File: config.mk
export PLATFORM = sky130hd
export DESIGN_NAME = mvn_ctrl
export DESIGN_NICKNAME = d
export VERILOG_FILES = /design/src/rtl/mvn_pkg.sv /design/src/rtl/mvn_ctrl.sv
export SDC_FILE = /design/constraint.sdc
export NUM_CORES = 1
export LEC_CHECK = 0
export BUFFER_PORTS_ARGS = -buffer_cell sky130_fd_sc_hd__buf_2
export CORE_MARGIN = 3
export CORE_UTILIZATION = 44
export DETAILED_ROUTE_END_ITERATION = 7
export PLACE_DENSITY = 0.62
export SETUP_SLACK_MARGIN = 0.5
export SYNTH_ARGS = -nofsm -noshare
export SYNTH_HDL_FRONTEND = slang
export SYNTH_SLANG_ARGS = --single-unit
export TNS_END_PERCENT = 10
File: constraint.sdc
create_clock -name clk -period 3.05 [get_ports clk]
set_clock_uncertainty 0.2 [all_clocks]
set_input_delay 0.305 -clock clk [delete_from_list [all_inputs] [get_ports clk]]
set_output_delay 0.305 -clock clk [all_outputs]
set_load 0.05 [all_outputs]
File: src/rtl/mvn_pkg.sv
// Shared types, constants and codes for the mesh vertex normal block.
// Has no dependencies. The controller, the datapath and the top level import it.
package mvn_pkg;

    localparam int MAX_VERTICES = 4096;
    localparam int IDX_W        = 12;
    localparam int ADDR_W       = $clog2(MAX_VERTICES);
    localparam int CNT_W        = ADDR_W + 1;
    localparam int CMP_W        = (IDX_W > CNT_W) ? IDX_W : CNT_W;

    localparam int COORD_W  = 24;
    localparam int POS_W    = 3 * COORD_W;
    localparam int DIFF_W   = COORD_W + 1;
    localparam int CROSS_W  = 51;
    localparam int MAG_W    = 50;
    localparam int NORM_BIT = 30;
    localparam int MUL_W    = 33;
    localparam int PROD_W   = 64;
    localparam int SQRT_TOP = PROD_W - 2;
    localparam int ROOT_W   = 32;
    localparam int FRAC_W   = 14;
    localparam int DIVQ_W   = 15;
    localparam int NUM_W    = NORM_BIT + 1 + FRAC_W + 1;
    localparam int NORM_W   = 16;
    localparam int Q_ONE    = 16384;

    localparam int STEP_W         = 5;
    localparam int SEL_W          = 2;
    localparam int MSEL_W         = 4;
    localparam int FETCH_LAST     = 3;
    localparam int CROSS_LAST     = 6;
    localparam int SQUARE_LAST    = 3;
    localparam int SQRT_LAST      = 31;
    localparam int DIV_LAST       = DIVQ_W - 1;
    localparam int UPDATE_LAST    = 5;
    localparam int SUM_FETCH_LAST = 1;

    // Multiplier operand selects: cross-product terms first, then the squares.
    localparam int MS_CROSS0 = 0;
    localparam int MS_SQ0    = 6;

    // Corner selects.
    localparam int SEL_A = 0;
    localparam int SEL_B = 1;
    localparam int SEL_C = 2;

    typedef enum logic [1:0] {
        ACT_VERTEX = 2'd0,
        ACT_FACE   = 2'd1,
        ACT_READ   = 2'd2,
        ACT_CLEAR  = 2'd3
    } action_t;

    typedef enum logic [1:0] {
        ST_OK    = 2'd0,
        ST_RANGE = 2'd1,
        ST_FULL  = 2'd2
    } status_t;

    typedef struct packed {
        logic [1:0]                action;
        logic signed [COORD_W-1:0] coord_x;
        logic signed [COORD_W-1:0] coord_y;
        logic signed [COORD_W-1:0] coord_z;
        logic [IDX_W-1:0]          index_a;
        logic [IDX_W-1:0]          index_b;
        logic [IDX_W-1:0]          index_c;
    } req_t;

    typedef struct packed {
        logic [1:0]               status;
        logic signed [NORM_W-1:0] normal_x;
        logic signed [NORM_W-1:0] normal_y;
        logic signed [NORM_W-1:0] normal_z;
        logic                     zero_length;
    } res_t;

    typedef struct packed {
        logic              load;
        logic              append;
        logic              clear;
        logic              pos_rd;
        logic              pos_cap;
        logic              diff;
        logic              mul;
        logic              acc;
        logic              sum_rd;
        logic              sum_cap;
        logic              mag;
        logic              set_zero;
        logic              shift;
        logic              sqrt_init;
        logic              sqrt_step;
        logic              div_init;
        logic              div_step;
        logic              finish;
        logic              sum_wr;
        logic              reply;
        logic [SEL_W-1:0]  rd_sel;
        logic [SEL_W-1:0]  cap_sel;
        logic [MSEL_W-1:0] mul_sel;
        logic [MSEL_W-1:0] acc_sel;
    } cmd_t;

    typedef struct packed {
        logic [1:0] action;
        logic [1:0] status;
        logic       zero;
        logic       aligned;
    } sts_t;

endpackage

File: src/rtl/mvn_ctrl.sv
// Sequencing state machine for the mesh vertex normal block.
// Depends on mvn_pkg. Drives the datapath by cmd_t and reads back sts_t.
module mvn_ctrl (
    input  logic          clk,
    input  logic          rst_n,
    input  logic          start,
    output logic          busy,
    input  mvn_pkg::sts_t sts,
    output mvn_pkg::cmd_t cmd
);
    import mvn_pkg::*;

    typedef enum logic [16:0] {
        S_IDLE      = 17'h00001,
        S_DECODE    = 17'h00002,
        S_FETCH     = 17'h00004,
        S_DIFF      = 17'h00008,
        S_CROSS     = 17'h00010,
        S_SUM_FETCH = 17'h00020,
        S_MAG       = 17'h00040,
        S_CHECK     = 17'h00080,
        S_NORM      = 17'h00100,
        S_SQUARE    = 17'h00200,
        S_SQRT_INIT = 17'h00400,
        S_SQRT      = 17'h00800,
        S_DIV_INIT  = 17'h01000,
        S_DIV       = 17'h02000,
        S_FINISH    = 17'h04000,
        S_UPDATE    = 17'h08000,
        S_REPLY     = 17'h10000
    } state_t;

    state_t            state_reg, state_next;
    logic [STEP_W-1:0] step_reg, step_next;
    logic [STEP_W-1:0] step_prev;

    assign step_prev = step_reg - STEP_W'(1);

    always_ff @(posedge clk or negedge rst_n)
    begin
        if (!rst_n)
        begin
            state_reg <= S_IDLE;
            step_reg  <= '0;
        end
        else
        begin
            state_reg <= state_next;
            step_reg  <= step_next;
        end
    end

    always_comb
    begin
        cmd        = '0;
        state_next = state_reg;
        step_next  = step_reg;
        case (state_reg)
            S_IDLE:
            begin
                if (start)
                begin
                    cmd.load   = 1'b1;
                    state_next = S_DECODE;
                end
            end
            S_DECODE:
            begin
                step_next = '0;
                if (sts.status != ST_OK)
                begin
                    state_next = S_REPLY;
                end
                else
                begin
                    case (sts.action)
                        ACT_VERTEX:
                        begin
                            cmd.append = 1'b1;
                            state_next = S_REPLY;
                        end
                        ACT_FACE:  state_next = S_FETCH;
                        ACT_READ:  state_next = S_SUM_FETCH;
                        ACT_CLEAR:
                        begin
                            cmd.clear  = 1'b1;
                            state_next = S_REPLY;
                        end
                        default:   state_next = S_REPLY;
                    endcase
                end
            end
            S_FETCH:
            begin
                // Read one corner per cycle and capture the one read before.
                if (step_reg < STEP_W'(FETCH_LAST))
                begin
                    cmd.pos_rd = 1'b1;
                    cmd.rd_sel = step_reg[SEL_W-1:0];
                end
                if (step_reg != '0)
                begin
                    cmd.pos_cap = 1'b1;
                    cmd.cap_sel = step_prev[SEL_W-1:0];
                end
                if (step_reg == STEP_W'(FETCH_LAST))
                begin
                    state_next = S_DIFF;
                end
                else
                begin
                    step_next = step_reg + STEP_W'(1);
                end
            end
            S_DIFF:
            begin
                cmd.diff   = 1'b1;
                step_next  = '0;
                state_next = S_CROSS;
            end
            S_CROSS:
            begin
                if (step_reg < STEP_W'(CROSS_LAST))
                begin
                    cmd.mul     = 1'b1;
                    cmd.mul_sel = MSEL_W'(MS_CROSS0) + step_reg[MSEL_W-1:0];
                end
                if (step_reg != '0)
                begin
                    cmd.acc     = 1'b1;
                    cmd.acc_sel = MSEL_W'(MS_CROSS0) + step_prev[MSEL_W-1:0];
                end
                if (step_reg == STEP_W'(CROSS_LAST))
                begin
                    state_next = S_MAG;
                end
                else
                begin
                    step_next = step_reg + STEP_W'(1);
                end
            end
            S_SUM_FETCH:
            begin
                if (step_reg == '0)
                begin
                    cmd.sum_rd = 1'b1;
                    cmd.rd_sel = SEL_W'(SEL_A);
                end
                else
                begin
                    cmd.sum_cap = 1'b1;
                end
                if (step_reg == STEP_W'(SUM_FETCH_LAST))
                begin
                    state_next = S_MAG;
                end
                else
                begin
                    step_next = step_reg + STEP_W'(1);
                end
            end
            S_MAG:
            begin
                cmd.mag    = 1'b1;
                state_next = S_CHECK;
            end
            S_CHECK:
            begin
                if (sts.zero)
                begin
                    cmd.set_zero = 1'b1;
                    state_next   = S_REPLY;
                end
                else
                begin
                    state_next = S_NORM;
                end
            end
            S_NORM:
            begin
                step_next = '0;
                if (sts.aligned)
                begin
                    state_next = S_SQUARE;
                end
                else
                begin
                    cmd.shift = 1'b1;
                end
            end
            S_SQUARE:
            begin
                if (step_reg < STEP_W'(SQUARE_LAST))
                begin
                    cmd.mul     = 1'b1;
                    cmd.mul_sel = MSEL_W'(MS_SQ0) + step_reg[MSEL_W-1:0];
                end
                if (step_reg != '0)
                begin
                    cmd.acc     = 1'b1;
                    cmd.acc_sel = MSEL_W'(MS_SQ0) + step_prev[MSEL_W-1:0];
                end
                if (step_reg == STEP_W'(SQUARE_LAST))
                begin
                    state_next = S_SQRT_INIT;
                end
                else
                begin
                    step_next = step_reg + STEP_W'(1);
                end
            end
            S_SQRT_INIT:
            begin
                cmd.sqrt_init = 1'b1;
                step_next     = '0;
                state_next    = S_SQRT;
            end
            S_SQRT:
            begin
                cmd.sqrt_step = 1'b1;
                if (step_reg == STEP_W'(SQRT_LAST))
                begin
                    state_next = S_DIV_INIT;
                end
                else
                begin
                    step_next = step_reg + STEP_W'(1);
                end
            end
            S_DIV_INIT:
            begin
                cmd.div_init = 1'b1;
                step_next    = '0;
                state_next   = S_DIV;
            end
            S_DIV:
            begin
                cmd.div_step = 1'b1;
                if (step_reg == STEP_W'(DIV_LAST))
                begin
                    state_next = S_FINISH;
                end
                else
                begin
                    step_next = step_reg + STEP_W'(1);
                end
            end
            S_FINISH:
            begin
                cmd.finish = 1'b1;
                step_next  = '0;
                state_next = (sts.action == ACT_FACE) ? S_UPDATE : S_REPLY;
            end
            S_UPDATE:
            begin
                // Read-modify-write of each corner's sum, one corner at a time.
                if (!step_reg[0])
                begin
                    cmd.sum_rd = 1'b1;
                    cmd.rd_sel = step_reg[SEL_W:1];
                end
                else
                begin
                    cmd.sum_wr  = 1'b1;
                    cmd.cap_sel = step_reg[SEL_W:1];
                end
                if (step_reg == STEP_W'(UPDATE_LAST))
                begin
                    state_next = S_REPLY;
                end
                else
                begin
                    step_next = step_reg + STEP_W'(1);
                end
            end
            S_REPLY:
            begin
                cmd.reply  = 1'b1;
                state_next = S_IDLE;
            end
            default:
            begin
                state_next = S_IDLE;
            end
        endcase
    end

    assign busy = (state_reg != S_IDLE);

endmodule

---- After elaboration in Yosys (flattened, before gate mapping) ----
Index checks and enable logic that the tools add are counted.
cells by class
  $add $sub $neg .......................... 4
  $mul .................................... 0
  divide/modulo/power cells ............... 0
  magnitude comparators ................... 2
  eq/ne operators ......................... 42
  shift operators ......................... 0
  multiplexer cells ....................... 62
  bitwise logic cells ..................... 0
  reduce and logical (&&, ||, !) cells .... 10
operators by type and width
  kind                  count
  $pmux 17 s16          1
  $mux 17               12
  $pmux 17 s3           1
  $pmux 5 s7            1
  $mux 5                6
  $ne 2x2->1 const B    15
  $mux 1                25
  $eq 17x1->1 const B   1
  $eq 17x10->1 const B  1
  $eq 17x11->1 const B  1
  $eq 17x12->1 const B  1
  $eq 17x13->1 const B  1
  $eq 17x14->1 const B  1
  $eq 17x15->1 const B  1
  $eq 17x16->1 const B  1
  $eq 17x17->1 const B  1
  $eq 17x2->1 const B   1
  $eq 17x3->1 const B   1
  $eq 17x4->1 const B   1
  $eq 17x5->1 const B   1
  $eq 17x6->1 const B   1
  $eq 17x7->1 const B   1
  $eq 17x8->1 const B   1
  $eq 17x9->1 const B   1
  27 further kinds      42
word-level totals
  bits in registers ....................... 22
  latch bits .............................. 0
  RAM bits ................................ 0
  memory bits (read-only) ................. 0
  input port bits ......................... 9
  output and inout port bits .............. 33
  memories ................................ 0

---- Depth between registers and ports, before layout ----
Gate-level depths: netlist (run 1).
  depth in word-level cells ............... 5
  gate-level depth with buffers ........... 9

---- Worst setup path after synthesis (run 1) ----
Ideal clock, no wire load.
  path kind ............................... flip-flop to output port
  start ................................... register state_reg[13]
  end ..................................... output port cmd[0] (netlist bit)
  arrival time ............................ 2897 ps
  required time ........................... 2545 ps
  slack ................................... -352 ps
  cell stages (with the launch flop) ...... 9
  path through ............................ dfrtp_1 buf_6 nor4_4 buf_6 nand4_4 buf_2 nand4bb_1 a21oi_1 and2_1
RTL lines
  element                 RTL line        source
  start, declared         mvn_ctrl.sv:33  state_t state_reg, state_next;
  start signal, assigned  mvn_ctrl.sv:48  state_reg <= state_next;
  end, declared           mvn_ctrl.sv:9   output mvn_pkg::cmd_t cmd

==> metrics.cfg, run 1 <==
[setup_path]
cp-start-kind = register
timing.rr.start = step_reg[0]
critPathKind = reg2out
required_ns = 2.54
path_cells = nor4_4 -> buf_4 -> buf_6 -> buf_6 -> nand4_1 -> or3_4 -> nor3b_2 -> buf_6
crit_slowest_cell = dfrtp_1
worst-path-max-fanout = 7
path_delay_family = simple AND/OR/NAND/NOR gates
cpMostUsedCell = buf_6
ff2ff_setup_slack_ns = 0.33
max_stage_delay_ns = 0.43
worst-r2r-cell-count = 8
r2r_end = state_reg[9]
cp.arrival_ns = 2.26
crit_path_end_kind = output port
cp_num_buf_inv = 4

[final_layout]
mostFrequentLayoutCells = buf_4, nor2_1, buf_2
insertedDiodeCount = 0
multi_input_area_um2 = 1730
synthToLayoutAreaGrowth_pct = 38.8
design_area_um2 = 3070
regArea_um2 = 559
largest_register_ffs = 17
fin_nets = 356
final_util_pct = 64.1
fill_cells = 441
drive_gt1_share_pct = 42.3
final_common_cell = buf_4
final_cells = 398

[sta]
period_needed_ns = 2.77
setup_viol = 0
worstMarginPinSlew_ns = 0.764
finalCritPeriodShare_pct = 90.7
setup_ws_ns = 0.284
setup_tns_ns = 0
hold_ws_ns = 0.275
drv_slew = 0
rsz0062_at_grt = yes
max_freq_mhz = 361
hold_violations = 0
slew_headroom_pct = 48.6

[floorplan]
ioPinCount = 42
fp.coreArea_um2 = 4790
num_rows = 25
die_y_um = 76.9
die_area_um2 = 5910
die_w_um = 76.9
initial_core_util_pct = 46.2

[worst_hold_path]
hold_start = sts[5]
hold_path_end = state_reg[5]
holdCritPathClass = in2reg
hold_depth = 3

[power]
p_leak_nw = 1.39
p_per_area_nw_per_um2 = 541
p_total_mw = 1.66
vdd_drop_max_mv = 0.383

[logic_synthesis]
yosysTopAreaCell = dfrtp_1
syn_nets = 285
synth_area_leaders = dfrtp_1, ha_1, nor2_1
synthesis.area_um2 = 2210
synth-edff-count = 0
async_reset_ff_share_pct = 100
ys_seq_elements = 22
ys_types = 62
ys_seq_area_share_pct = 25.0
synth-main-ff-cell = dfrtp_1
yosys_warnings = 0
avgSynthCellArea_um2 = 8.47
synthCells = 261
synth_top_area_share_pct = 23.8

[clock_tree]
clkTransAtPathRegs_ns = 0.08
cts.htree.levels = 1
cts_tree = done
worstSkewPairLatency_ns = 0.26
clock_path_buffers = 2
cts.sinks = 22
numCtsBuffers = 3
ctsRootBufferMaster = clkbuf_8

[global_routing]
grt_max_degree = 23
overflow = 0
grt_pass1_wl_mm = 11.6
grt_pass1_vias = 2224
grt.total_usage_pct = 24.3
grt_antenna_before_repair = 0

[placed_design]
port_buffers = 41
gp_congestion = 0.942
placed_area_um2 = 2670
dp_slack_ns = 0.219
hpwl_mm = 5.00
placed_cells = 373

[detailed_routing]
drt-vias-per-instance = 5.82
wirelength_mm = 7.02
drc_errors = 0
wl_per_cell_um = 17.6
drtPass1Iterations = 6
postRouteAntennaNets = 0
vias = 2315
drt_iter0_drc = 219

[run_status]
status = finished clean

[flow_run]
maxCapViolations = 0

[power breakdown]
| part | internal, mW | switching [mW] | total, mW | leakage (nW) |
|---|---|---|---|---|
| clock | 0.0933 | 0.0970 | 0.190 | 0.0228 |
| sequential | 0.335 | 0.0722 | 0.408 | 0.288 |
| combinational | 0.414 | 0.648 | 1.06 | 1.08 |
[worst reg2reg max path: cells and delay by family (launching register included)]
kind	cells	cell delay, ns
AO/OA/AOI/OAI	1	0.18
adder cells (fa/ha/maj)	2	0.46
buffers and inverters	1	0.18
flip-flops	1	0.38
multiplexers	1	0.34
AND/OR/NAND/NOR	3	0.86
[worst max path at each step]
stage	from	end	slack (ns)	cells after the start
4_1_cts	state_reg[12]	cmd[30]	0.33	7
2_1_floorplan	state_reg[13]	state_reg[9]	0.23	8
3_5_place_dp	state_reg[5]	cmd[10]	0.22	7
3_3_place_gp	state_reg[12]	cmd[30]	0.24	6
6_report	state_reg[13]	cmd[21]	0.28	8
5_1_grt	state_reg[10]	cmd[9]	0.18	6
[routing by layer]
layer,part of all wire [%],track usage (%),vias to the layer above
li1,-,-,1102
met2,46,38.2,98
met3,7.3,4.81,4
met5,0,0,-
met4,0.73,3.26,0
met1,46,35.2,1111
[Yosys cell counts (all sizes together), types with 2 or more instances]
cell,instances
and3,4
and2,6
a2111oi,3
nand3b,5
inv,14
or2,3
o32ai,3
nor4b,6
a22o,4
xnor2,6
dfrtp,21
ha,15
mux2i,4
nand2,19
nor3b,3
nand4,8
o21ai,5
xor2,3
a21oi,6
o31ai,3
nor4,10
nor2,30
o41ai,2
nor2b,4
buf,14
and4,2
a21o,2
or4,5
or3,8
nand3,6
nor3,13
nand2b,5
o22ai,5
[final cells by class]
type | instances | area share [%]
multi-input combinational | 210 | 56.4
sequential | 22 | 18.2
inverter | 14 | 1.71
tap | 67 | 2.73
timing repair buffer | 81 | 19.5
clock buffer | 4 | 1.47
[repair_timing]
| item | CTS | global route |
|---|---|---|
| hold buffers | 2 | 0 |
| endpoints found under the setup margin | 38 | 40 |
| endpoints found under the hold margin | 22 | 0 |
| setup buffers | 17 | 2 |
| pin swaps | 12 | 8 |
| gates resized for setup | 46 | 11 |
[cell families (layout without fill, tap and decap cells)]
kind of cell               Yosys count  after routing  synth area share, %
and+or+nand+nor                    141            141                 40.2
AOI/OAI and AO/OA                   40             40                 13.8
buffers and inverters               29             99                 6.68
DFF                                 22             22                 25.0
adders and majority gates           15             15                 8.49
xor gates and xnor gates             9              9                 3.57
muxes                                5              5                 2.32
No activity file was read; power rests on OpenSTA's default activity.
==> inputs of run 2 (changes only) <==
Settings changed: REMOVE_ABC_BUFFERS from default to 1.
==> run 2 against run 1 <==
Against the previous run:
- via count is 0.13% higher
- first-iteration DRC count shrank 4.1%
- critical path depth decreased by 1
- count of clock-buffer cells in the layout did not move
- critical path type is now reg2reg
==> metrics.cfg, run 2 (synthesis gave the netlist of run 1 again) <==
[sta]
worstMarginPinSlew_ns = 0.930  ; +0.166 ns
slew_headroom_pct = 37.4  ; -11 points
period_needed_ns = 2.78  ; +0.00901 ns
max_freq_mhz = 360  ; -0.32%
hold_violations = 0  ; unchanged
rsz0062_at_grt = yes
setup_viol = 0  ; unchanged
drv_slew = 0  ; unchanged
finalCritPeriodShare_pct = 91.0  ; +0.30 points

[clock_tree]
worstSkewPairLatency_ns = 0.27  ; about the same
cts.sinks = 22  ; unchanged
numCtsBuffers = 3  ; unchanged
cts.htree.levels = 1  ; unchanged
ctsRootBufferMaster = clkbuf_8
clock_path_buffers = 2  ; unchanged
clkTransAtPathRegs_ns = 0.08  ; about the same
cts_tree = done

[global_routing]
grt_max_degree = 23  ; unchanged
grt.total_usage_pct = 22.5  ; -1.8 points
grt_pass1_wl_mm = 10.8  ; -6.9%
overflow = 0  ; unchanged
grt_antenna_before_repair = 0  ; unchanged
grt_pass1_vias = 2170  ; -2.4%

[setup_path]
max_stage_delay_ns = 0.72  ; +0.29 ns
timing.rr.start = state_reg[14]
cp_num_buf_inv = 1  ; -3
path_cells = buf_4 -> xor2_1 -> a211oi_1 -> o22ai_1 -> nor4_1 -> nor3_1 -> mux2i_1
worst-r2r-cell-count = 7  ; -1
crit_path_end_kind = register
path_delay_family = simple AND/OR/NAND/NOR gates
critPathKind = reg2reg
crit_slowest_cell = nor4_1
required_ns = 2.99  ; +0.45 ns
cp.arrival_ns = 2.71  ; +0.45 ns
worst-path-max-fanout = 7  ; unchanged
ff2ff_setup_slack_ns = 0.27  ; -0.06 ns
r2r_end = step_reg[1]
cp-start-kind = register

[worst_hold_path]
holdCritPathClass = in2reg
hold_path_end = state_reg[5]
hold_start = sts[5]
hold_depth = 3  ; unchanged

[detailed_routing]
drt_iter0_drc = 210  ; -4.1%
wirelength_mm = 6.72  ; -4.3%
drc_errors = 0  ; unchanged
vias = 2318  ; +0.13%
postRouteAntennaNets = 0  ; unchanged
wl_per_cell_um = 16.8  ; -4.8%
drtPass1Iterations = 4  ; -2
drt-vias-per-instance = 5.80  ; -0.37%

[final_layout]
insertedDiodeCount = 0  ; unchanged
fin_nets = 358  ; +0.56%
final_cells = 400  ; +0.50%
largest_register_ffs = 17  ; unchanged
final_common_cell = buf_4
fill_cells = 417  ; -5.4%
multi_input_area_um2 = 1710  ; -1.0%
synthToLayoutAreaGrowth_pct = 38.7  ; about the same
drive_gt1_share_pct = 41.1  ; -1.2 points
final_util_pct = 64.1  ; about the same
regArea_um2 = 561  ; +0.22%
mostFrequentLayoutCells = buf_4, nor2_1, buf_2

[run_status]
status = finished clean

[floorplan]
ioPinCount = 42  ; unchanged
fp.coreArea_um2 = 4790  ; unchanged
die_w_um = 76.9  ; unchanged
die_y_um = 76.9  ; unchanged
die_area_um2 = 5910  ; unchanged
initial_core_util_pct = 46.2  ; unchanged
num_rows = 25  ; unchanged

[power]
vdd_drop_max_mv = 0.420  ; +9.7%
p_per_area_nw_per_um2 = 531  ; -1.8%
p_switching_uw = 784  ; -4.1%
p_comb_share_pct = 61.6  ; -2.4 points
internal_power_uw = 845  ; +0.28%
switching_share_pct = 48.1  ; -1.1 points
p_leak_nw = 1.40  ; +0.48%
clkPwrFrac_pct = 13.2  ; +1.7 points
p_total_mw = 1.63  ; -1.9%
seqPwrFrac_pct = 25.3  ; +0.7 points

[placed_design]
hpwl_mm = 4.75  ; -5.1%
port_buffers = 41  ; unchanged
gp_congestion = 0.878  ; -6.7%
placed_cells = 373  ; unchanged

[flow_run]
maxCapViolations = 0  ; unchanged

-- run 2: changes by cell type in the layout (fill, tap and decap cells not counted), moves of 3 or more --
cell	previous run	this run
nor2_1	24	28
buf_2	24	27
buf_6	10	7
nor2_2	5	2
-- run 2: final cells by class --
| cell class | count | area share (%) |
|---|---|---|
| sequential | 22 | 18.3 |
| inverter | 14 | 1.71 |
| tap | 67 | 2.73 |
| timing repair buffer | 83 | 19.6 |
| clock buffer | 4 | 1.80 |
| multi-input combinational | 210 | 55.9 |
-- run 2: timing repair --
action / 4_1_cts / 5_1_grt
setup buffers: 17 / 4
setup endpoints to repair: 45 / 43
endpoints found under the hold margin: 22 / 0
hold buffers: 2 / 0
pin swaps: 13 / 9
gates resized for setup: 46 / 27
-- run 2: worst max-delay path by stage --
stage,end,from,cells past startpoint,slack [ns]
after detailed placement,cmd[30],state_reg[13],6,0.13
after CTS,cmd[30],state_reg[14],7,0.31
final,step_reg[1],state_reg[14],7,0.27
after global routing,step_reg[4],state_reg[14],7,0.14
after global placement,cmd[30],state_reg[13],6,0.18
after floorplan,state_reg[9],state_reg[13],6,-0.48
-- run 2: power by group through the flow --
stage	Combinational, mW	Clock [mW]	Sequential [mW]
floorplan	0.573	0	0.410
global placement	0.856	0	0.404
detailed placement	0.851	0	0.405
CTS	0.927	0.220	0.403
global route	1.10	0.232	0.420
finish	1.00	0.214	0.412
-- run 2: layer usage --
metal / vias up / wire, um / share of wire [%] / GRT usage (%)
li1: 1108 / - / - / -
met1: 1115 / 2940 / 44 / 30.4
met2: 83 / 3270 / 49 / 37.8
met3: 12 / 401 / 6.0 / 3.52
met4: 0 / 102 / 1.5 / 4.71
met5: - / 0 / 0 / 0
-- run 2: worst min-delay path, cell delays in order --
cell and delay, ns:
buf_2 0.10, ha_1 0.15, a22o_1 0.13
-- run 2: through the flow --
step	hold slack [ns]	TNS [ns]	setup WS (ns)	instance area, um2
detailed placement	0.109	0	0.125	2550
global placement	0.111	0	0.180	2550
finish	0.255	0	0.275	3070
CTS	0.231	0	0.314	2910
global route	0.268	0	0.143	3070
floorplan	-0.191	-3.09	-0.479	2120
